$ cat src/ceagm_pkg.sv
`timescale 1ns / 1ps
package ceagm_pkg;

    localparam int DEF_MAX_ITERATIONS     = 16;
    localparam int DEF_WORK_FRACTION_BITS = 40;

    // pi/2 in Q2.62
    localparam logic [63:0] HALF_PI_Q62 = 64'h6487_ED51_10B4_611A;
    // 1.0 in signed Q4.28
    localparam logic signed [31:0] M_ONE_Q28 = 32'sh1000_0000;

    typedef enum logic [1:0] {
        ST_OK      = 2'd0,
        ST_K_INF   = 2'd1,
        ST_NO_CONV = 2'd2,
        ST_M_ABOVE = 2'd3
    } status_t;

    typedef enum logic [1:0] {
        OP_MUL  = 2'd0,
        OP_DIV  = 2'd1,
        OP_SQRT = 2'd2
    } unit_op_t;

    typedef struct packed {
        logic     start;
        unit_op_t op;
    } unit_req_t;

    typedef struct packed {
        logic busy;
        logic done;
    } unit_stat_t;

    typedef enum logic [3:0] {
        S_IDLE,
        S_DIV_D,
        S_SQRT_B,
        S_STEP,
        S_MUL_AB,
        S_SQRT_AB,
        S_MUL_CC,
        S_DIV_K,
        S_MUL_E,
        S_SQRT_R,
        S_DIV_KN,
        S_MUL_EN,
        S_FIN
    } state_t;

endpackage

$ cat src/ceagm_unit.sv
`timescale 1ns / 1ps
// Shared arithmetic unit: 64x64 multiply (four 32x32 partials),
// 128/64 restoring divide and 128-bit integer square root, one bit per cycle.
module ceagm_unit (
    input  logic                   clk,
    input  logic                   rst_n,
    input  ceagm_pkg::unit_req_t   req,
    input  logic [127:0]           opa,
    input  logic [63:0]            opb,
    output ceagm_pkg::unit_stat_t  stat,
    output logic [127:0]           res
);
    import ceagm_pkg::*;

    unit_op_t      op_reg, op_next;
    logic          busy_reg, busy_next;
    logic          done_reg, done_next;
    logic [5:0]    cnt_reg, cnt_next;
    logic [127:0]  x_reg, x_next;
    logic [63:0]   y_reg, y_next;
    logic [127:0]  acc_reg, acc_next;
    logic [66:0]   rem_reg, rem_next;
    logic [63:0]   q_reg, q_next;

    logic [31:0]   mx, my;
    logic [63:0]   prod;
    logic [1:0]    psh;
    logic [64:0]   dsh;
    logic [66:0]   ssh, trial;

    always_comb
    begin
        mx    = cnt_reg[0] ? x_reg[63:32] : x_reg[31:0];
        my    = cnt_reg[1] ? y_reg[63:32] : y_reg[31:0];
        prod  = mx * my;
        psh   = {cnt_reg[0] & cnt_reg[1], cnt_reg[0] ^ cnt_reg[1]};
        dsh   = {rem_reg[63:0], x_reg[63]};
        ssh   = {rem_reg[64:0], x_reg[127:126]};
        trial = {1'b0, q_reg, 2'b01};

        op_next   = op_reg;
        busy_next = busy_reg;
        done_next = 1'b0;
        cnt_next  = cnt_reg;
        x_next    = x_reg;
        y_next    = y_reg;
        acc_next  = acc_reg;
        rem_next  = rem_reg;
        q_next    = q_reg;

        if (!busy_reg)
        begin
            if (req.start)
            begin
                op_next   = req.op;
                busy_next = 1'b1;
                cnt_next  = '0;
                x_next    = opa;
                y_next    = opb;
                acc_next  = '0;
                rem_next  = '0;
                q_next    = '0;
                if (req.op == OP_DIV)
                begin
                    rem_next = {3'd0, opa[127:64]};
                    // zero divisor or quotient overflow saturates
                    if (opb == 64'd0 || opa[127:64] >= opb)
                    begin
                        busy_next = 1'b0;
                        done_next = 1'b1;
                        acc_next  = {64'd0, {64{1'b1}}};
                    end
                end
            end
        end
        else
        begin
            cnt_next = cnt_reg + 6'd1;
            unique case (op_reg)
                OP_MUL:
                begin
                    acc_next = acc_reg + ({64'd0, prod} << {psh, 5'd0});
                    if (cnt_reg == 6'd3)
                    begin
                        busy_next = 1'b0;
                        done_next = 1'b1;
                    end
                end
                OP_DIV:
                begin
                    x_next = {x_reg[126:0], 1'b0};
                    if (dsh >= {1'b0, y_reg})
                    begin
                        rem_next = {3'd0, 64'(dsh - {1'b0, y_reg})};
                        q_next   = {q_reg[62:0], 1'b1};
                    end
                    else
                    begin
                        rem_next = {3'd0, dsh[63:0]};
                        q_next   = {q_reg[62:0], 1'b0};
                    end
                    if (cnt_reg == 6'd63)
                    begin
                        busy_next = 1'b0;
                        done_next = 1'b1;
                        acc_next  = {64'd0, q_next};
                    end
                end
                OP_SQRT:
                begin
                    x_next = {x_reg[125:0], 2'b00};
                    if (ssh >= trial)
                    begin
                        rem_next = ssh - trial;
                        q_next   = {q_reg[62:0], 1'b1};
                    end
                    else
                    begin
                        rem_next = ssh;
                        q_next   = {q_reg[62:0], 1'b0};
                    end
                    if (cnt_reg == 6'd63)
                    begin
                        busy_next = 1'b0;
                        done_next = 1'b1;
                        acc_next  = {64'd0, q_next};
                    end
                end
                default:
                begin
                    busy_next = 1'b0;
                    done_next = 1'b1;
                end
            endcase
        end
    end

    always_ff @(posedge clk or negedge rst_n)
    begin
        if (!rst_n)
        begin
            op_reg   <= OP_MUL;
            busy_reg <= 1'b0;
            done_reg <= 1'b0;
            cnt_reg  <= '0;
        end
        else
        begin
            op_reg   <= op_next;
            busy_reg <= busy_next;
            done_reg <= done_next;
            cnt_reg  <= cnt_next;
        end
    end

    always_ff @(posedge clk)
    begin
        x_reg   <= x_next;
        y_reg   <= y_next;
        acc_reg <= acc_next;
        rem_reg <= rem_next;
        q_reg   <= q_next;
    end

    assign stat.busy = busy_reg;
    assign stat.done = done_reg;
    assign res       = acc_reg;

endmodule

$ cat config.mk
export PLATFORM = sky130hd
export DESIGN_NAME = ceagm_unit
export DESIGN_NICKNAME = d
export VERILOG_FILES = /design/src/ceagm_pkg.sv /design/src/ceagm_unit.sv
export SDC_FILE = /design/constraint.sdc
export NUM_CORES = 2
export LEC_CHECK = 0
export BUFFER_PORTS_ARGS = -buffer_cell sky130_fd_sc_hd__buf_4
export CAP_MARGIN = 10
export CORE_UTILIZATION = 35
export CTS_CLUSTER_SIZE = 24
export DETAILED_ROUTE_END_ITERATION = 8
export PLACE_DENSITY = 0.62
export SYNTH_ARGS = -nofsm -noshare
export SYNTH_HDL_FRONTEND = slang
export SYNTH_SLANG_ARGS = --single-unit
$ cat constraint.sdc
create_clock -name clk -period 21.5 [get_ports clk]
set_clock_uncertainty 0.15 [all_clocks]
set_input_delay 1.075 -clock clk [delete_from_list [all_inputs] [get_ports clk]]
set_output_delay 1.075 -clock clk [all_outputs]
set_load 0.02 [all_outputs]
Yosys cells after proc, flatten, opt, wreduce, memory -nomap -nowiden
Cells that the tools add are included.
{"block": "totals", "ff_bits": 459, "word_cells": 77}
{"block": "op_classes", "n_shift": 1, "muxes": 39, "order_cmp": 3, "n_eq_ne": 9, "n_bitwise": 3, "n_reduce_logical": 8, "n_addsub": 4, "multipliers": 1}
{"op": "$mux 128", "n": 6}
{"op": "$mux 64", "n": 6}
{"op": "$pmux 128 s3", "n": 1}
{"op": "$pmux 128 s2", "n": 1}
{"op": "$mux 65", "n": 3}
{"op": "$pmux 65 s2", "n": 1}
{"op": "$add 128x128->128", "n": 1}
{"op": "$pmux 64 s2", "n": 1}
{"op": "$shl 64x7->128", "n": 1}
{"op": "$ge 67x66->1", "n": 1}
{"op": "$ge 65x64->1", "n": 1}
{"op": "$sub 65x65->65", "n": 1}
{"op": "$ge 64x64->1", "n": 1}
{"op": "$logic_not 64->1", "n": 1}
{"op": "$mul 32x32->64", "n": 1}
{"op": "$mux 32", "n": 2}
{"op": "$sub 64x64->64", "n": 1}
{"op": "$mux 1", "n": 14}
{"op": "$mux 6", "n": 2}
{"op": "$add 6x1->6 const B", "n": 1}
{"op": "$eq 6x2->1 const B", "n": 1}
{"op": "$eq 6x6->1 const B", "n": 1}
{"op": "$ne 3x3->1 const B", "n": 2}
{"op": "$eq 2x1->1 const B", "n": 2}
{"op": "other kinds (13)", "n": 15}

Depth between registers and ports, before layout
{"block": "logic_depth", "word_depth": 6, "depth_mapped": 51}

Worst setup path after synthesis
Ideal clock, no wire load.
{"block": "synth_timing", "path_type": "reg2reg", "startpoint": "register busy_reg", "endpoint": "register q_reg[0] (enable)", "path_buffers": 2, "setup_slack_ps": 1167, "arrival_time_ps": 18953, "path_stages_with_launch": 5, "synth_period_minus_slack_ps": 20333, "path_cell_list": "dfrtp_1 clkinv_1 clkbuf_1 clkbuf_1 o21ai_0"}
{"block": "synth_between", "elab_chain_len": 2, "word_cells_on_any_way": 3, "cone_classes": "eq/ne (1); reduce/logical (2)"}
{"item": "start, declared", "line": "ceagm_unit.sv:16", "rtl": "logic busy_reg, busy_next;"}
{"item": "start signal, assigned", "line": "ceagm_unit.sv:150", "rtl": "busy_reg <= busy_next;"}
{"item": "$ne 3x1->1 (no source line) / $reduce_bool 2->1 (equally long branches)"}
{"item": "$reduce_and 2->1 (no source line) *"}
{"item": "end signal, assigned", "line": "ceagm_unit.sv:162", "rtl": "q_reg <= q_next;"}
{"item": "end, declared", "line": "ceagm_unit.sv:23", "rtl": "logic [63:0] q_reg, q_next;"}
Mark *: on every way between the ends. The rest lies on a longest branch, timed or not.
A chain may end at the register's enable or synchronous reset.

Final worst setup path
{"block": "layout_timing", "startpoint": "register cnt_reg[0]", "endpoint": "register acc_reg[116], in the netlist res[116] (data pin)"}
{"block": "layout_between", "elab_chain_len": 6, "word_cells_on_any_way": 8, "cone_classes": "add/sub (1); mul (1); shift (1); mux (3); bitwise (2)"}
{"item": "start, declared", "line": "ceagm_unit.sv:18", "rtl": "logic [5:0] cnt_reg, cnt_next;"}
{"item": "start signal, assigned", "line": "ceagm_unit.sv:152", "rtl": "cnt_reg <= cnt_next;"}
{"item": "$mux 32", "line": "ceagm_unit.sv:33", "rtl": "mx = cnt_reg[0] ? x_reg[63:32] : x_reg[31:0];"}
{"item": "$mul 32x32->64", "line": "ceagm_unit.sv:35", "rtl": "prod = mx * my;"}
{"item": "$shl 64x7->128 *", "line": "ceagm_unit.sv:82", "rtl": "acc_next = acc_reg + ({64'd0, prod} << {psh, 5'd0});"}
{"item": "$add 128x128->128 *", "line": "ceagm_unit.sv:82"}
{"item": "$pmux 128 s3 *", "line": "ceagm_unit.sv:79", "rtl": "unique case (op_reg)"}
{"item": "$mux 128 *", "line": "ceagm_unit.sv:51", "rtl": "if (!busy_reg)"}
{"item": "end signal, assigned", "line": "ceagm_unit.sv:160", "rtl": "acc_reg <= acc_next;"}
{"item": "end, declared", "line": "ceagm_unit.sv:21", "rtl": "logic [127:0] acc_reg, acc_next;"}
Marks and branches as above.

==> flow_metrics.tcl <==
set metrics [dict create \
    start_util_pct 35.2 \
    cpPeakStageDelay_ps 770 \
    area_growth_pct 9.75 \
    clockRootBuffer "clkbuf_16" \
    synth_cell_types 108 \
    clk_pin_slew_ps 70 \
    numCtsBuffers 54 \
    highest_layer "met5" \
    grt_max_degree 257 \
    core_area_um2 207000 \
    syn_inst 8414 \
    maxCapViolations 0 \
    drt_iter0_drc 5861 \
    drt-pass1-iter-count 6 \
    wl_met3_um 22600 \
    drc 0 \
    setup_viol 0 \
    rsz0062_at_grt "no" \
    port_buffers 326 \
    wirelength_um 300000 \
    ctsHoldBuffers 0 \
    m1WireLength_um 118000 \
    yosys_warnings 0 \
    ys.flop_type "edfxtp_1" \
    dp_hpwl_um 242000 \
    rows 167 \
    synth-edff-count 449 \
    numClockSinks 459 \
    synth-seq-cells 459 \
    min_period_over_period_pct 68.7 \
    fmax_ghz 0.0677 \
    via_count 63915 \
    crit_type "reg2reg" \
    async_reset_ff_share_pct 2.18 \
    syn_nets 10098 \
    required_ps 21780 \
    dp_cells 11203 \
    cp_common_cell "fa_1" \
    clk-insertion-delay-late_ps 690 \
    hold_viol_final 0 \
    end_kind "flip-flop" \
    grt-ovfl-total 0 \
    worst_path_max_delay_cell "dfrtp_4" \
    cts-htree-levels 2 \
    grt_use_total_pct 28.3 \
    synth_area_um2 72900 \
    wire_per_inst_um 26.5 \
    finalSetupTns_ps 0 \
    fp.dieH_um 458 \
    boundaryPins 327 \
    cp_max_fo 37 \
    ant_nets 0 \
    die_w_um 458 \
    nNetsFinal 10156 \
    post-cts-setup-buffer-count 0 \
    antenna_found_initial 14 \
    place.gp.congestion 1.01 \
    cts_tree "yes" \
    period_minus_slack_ps 14780 \
    die_area_um2 210000 \
    crit_arrival_ps 15060 \
    worstMarginPinSlew_ps 1630 \
    worstHoldPathType "in2async" \
    violations "max-slew violations" \
    synth_seq_area_share_pct 18.8 \
    drive_gt1_share_pct 8.35 \
    status "finished with violations" \
    start_kind "flip-flop" \
    synth_area_per_cell_um2 8.66 \
    via_per_inst 5.65 \
    maxSlewViolCount 140 \
    grt_pass1_wl_um 440000 \
    cts_resized 0 \
    clk_path_buf_depth 3 \
    met2_length_um 135000 \
    grt_pass1_vias 65289 \
    instances_no_fill 11308 \
    max_slew_margin_pct -8.98 \
]
-- final timing paths --
| check | startpoint | to | slack (ps) | cells after the start |
|---|---|---|---|---|
| max reg2reg | cnt_reg[0] | res[116] | 6720 | 42 |
| min reg2reg | cnt_reg[5] | cnt_reg[5] | 410 | 1 |
| max | cnt_reg[0] | res[116] | 6720 | 42 |
| max in group asynchronous | rst_n | busy_reg | 20900 | 1 |
| min in group clk | cnt_reg[5] | cnt_reg[5] | 410 | 1 |
| min | rst_n | cnt_reg[2] | 90 | 1 |
-- layer usage --
metal | GRT usage, % | vias to the layer above
met5 | 0 | -
met1 | 35.5 | 32083
met2 | 45.2 | 2822
li1 | - | 28268
met3 | 4.62 | 738
met4 | 18.6 | 4
-- cells by family (layout without fill, tap and decap cells) --
kind of cell	after synthesis	in the layout	synth area share (%)
compound gates	1720	1720	15.4
mux	264	264	3.70
fa+ha+maj	1487	1487	34.8
simple gates	2532	2532	15.0
xor+xnor	289	289	3.47
buf+inv	1663	1767	8.82
other cells	0	2	0
flops	459	459	18.8
-- synth_stat cells (13+ instances only) --
master,instances,share of area (%)
mux2_2,42,0.65
nand2b_1,41,0.35
a21boi_0,13,0.13
o22ai_1,43,0.37
o21ai_0,258,1.8
a211oi_1,28,0.29
and3_1,49,0.42
o21a_1,71,0.73
and2_1,83,0.71
buf_2,26,0.18
nor2_1,1077,5.5
xnor2_1,173,2.1
nand3_1,125,0.86
fa_1,898,25
mux2i_1,222,3.0
xor2_1,116,1.4
or2_2,16,0.14
clkbuf_1,368,1.9
edfxtp_1,449,18
nor4_1,34,0.29
or3_1,18,0.15
nor2b_1,42,0.36
a21o_1,252,2.6
buf_1,34,0.18
a31oi_1,55,0.47
a31o_2,24,0.29
inv_1,1207,6.2
nand2_1,817,4.2
o31ai_1,19,0.20
o21bai_1,67,0.69
a22oi_1,18,0.19
a221oi_1,25,0.30
ha_1,589,10
a21oi_1,552,3.8
a221o_1,58,0.80
nor3_1,55,0.38
o211ai_1,83,0.85
o21ai_1,31,0.21
nand4_1,137,1.2
-- cells in the final DEF, fill, tap and decap left out, types with 13 or more instances in the layout --
master     Yosys  final
clkbuf_16      0     57
nand2b_1      41     41
xnor2_1      173    173
ha_1         589    588
a211oi_1      28     28
and3_1        49     48
o21bai_1      67     67
nand4_1      137    137
o211ai_1      83     83
nand3_1      125    125
a21oi_1      552    552
and2_1        83     83
a221oi_1      25     25
nor2_1      1077   1075
mux2i_2        0     20
a21boi_0      13     13
fa_1         898    898
nor3_1        55     54
a22oi_1       18     18
nor2b_1       42     41
o21ai_1       31     29
xor2_1       116    116
a31oi_1       55     55
mux2_2        42     42
nand2_1      817    815
o21a_1        71     71
mux2i_1      222    198
edfxtp_1     449    449
or3_1         18     18
buf_4          9    452
o22ai_1       43     43
a221o_1       58     58
or2_2         16     16
nor4_1        34     34
inv_1       1207   1206
a31o_2        24     24
o21ai_0      258    255
o31ai_1       19     19
a21o_1       252    252
-- worst max-delay path: cells and delay by family, from the launching register on --
| family | cells | cell delay (ps) |
|---|---|---|
| adders and majority gates | 10 | 4760 |
| AOI/OAI and AO/OA | 12 | 3890 |
| and+or+nand+nor | 11 | 2840 |
| buffers and inverters | 6 | 1200 |
| DFF | 1 | 770 |
| muxes | 2 | 460 |
| xor gates and xnor gates | 1 | 290 |
-- metrics by stage --
stage / instance area [µm²] / setup slack (ps) / hold slack (ps) / utilization, %
5_1_grt: 80000 / 6360 / 76.4 / 38.6
3_5_place_dp: 78100 / 7070 / 383 / 37.7
4_1_cts: 80000 / 7010 / 58.8 / 38.6
3_3_place_gp: 78100 / 7010 / 346 / 37.7
6_report: 80000 / 6720 / 86.2 / 38.6
2_1_floorplan: 72900 / 1170 / 329 / -
-- cell type report --
cell class	instances	area, µm²
fillers	21147	127000
repair buffers	454	3420
well taps	2788	3490
inverters	1211	4550
flip-flops and latches	459	13700
diodes	2	5.00
clock inverters	32	328
multi-input cells	6292	52900
clock buffers	70	1530
Power is not shown: default switching activity piles up to over one toggle a cycle in this logic, so the estimate is an artifact.
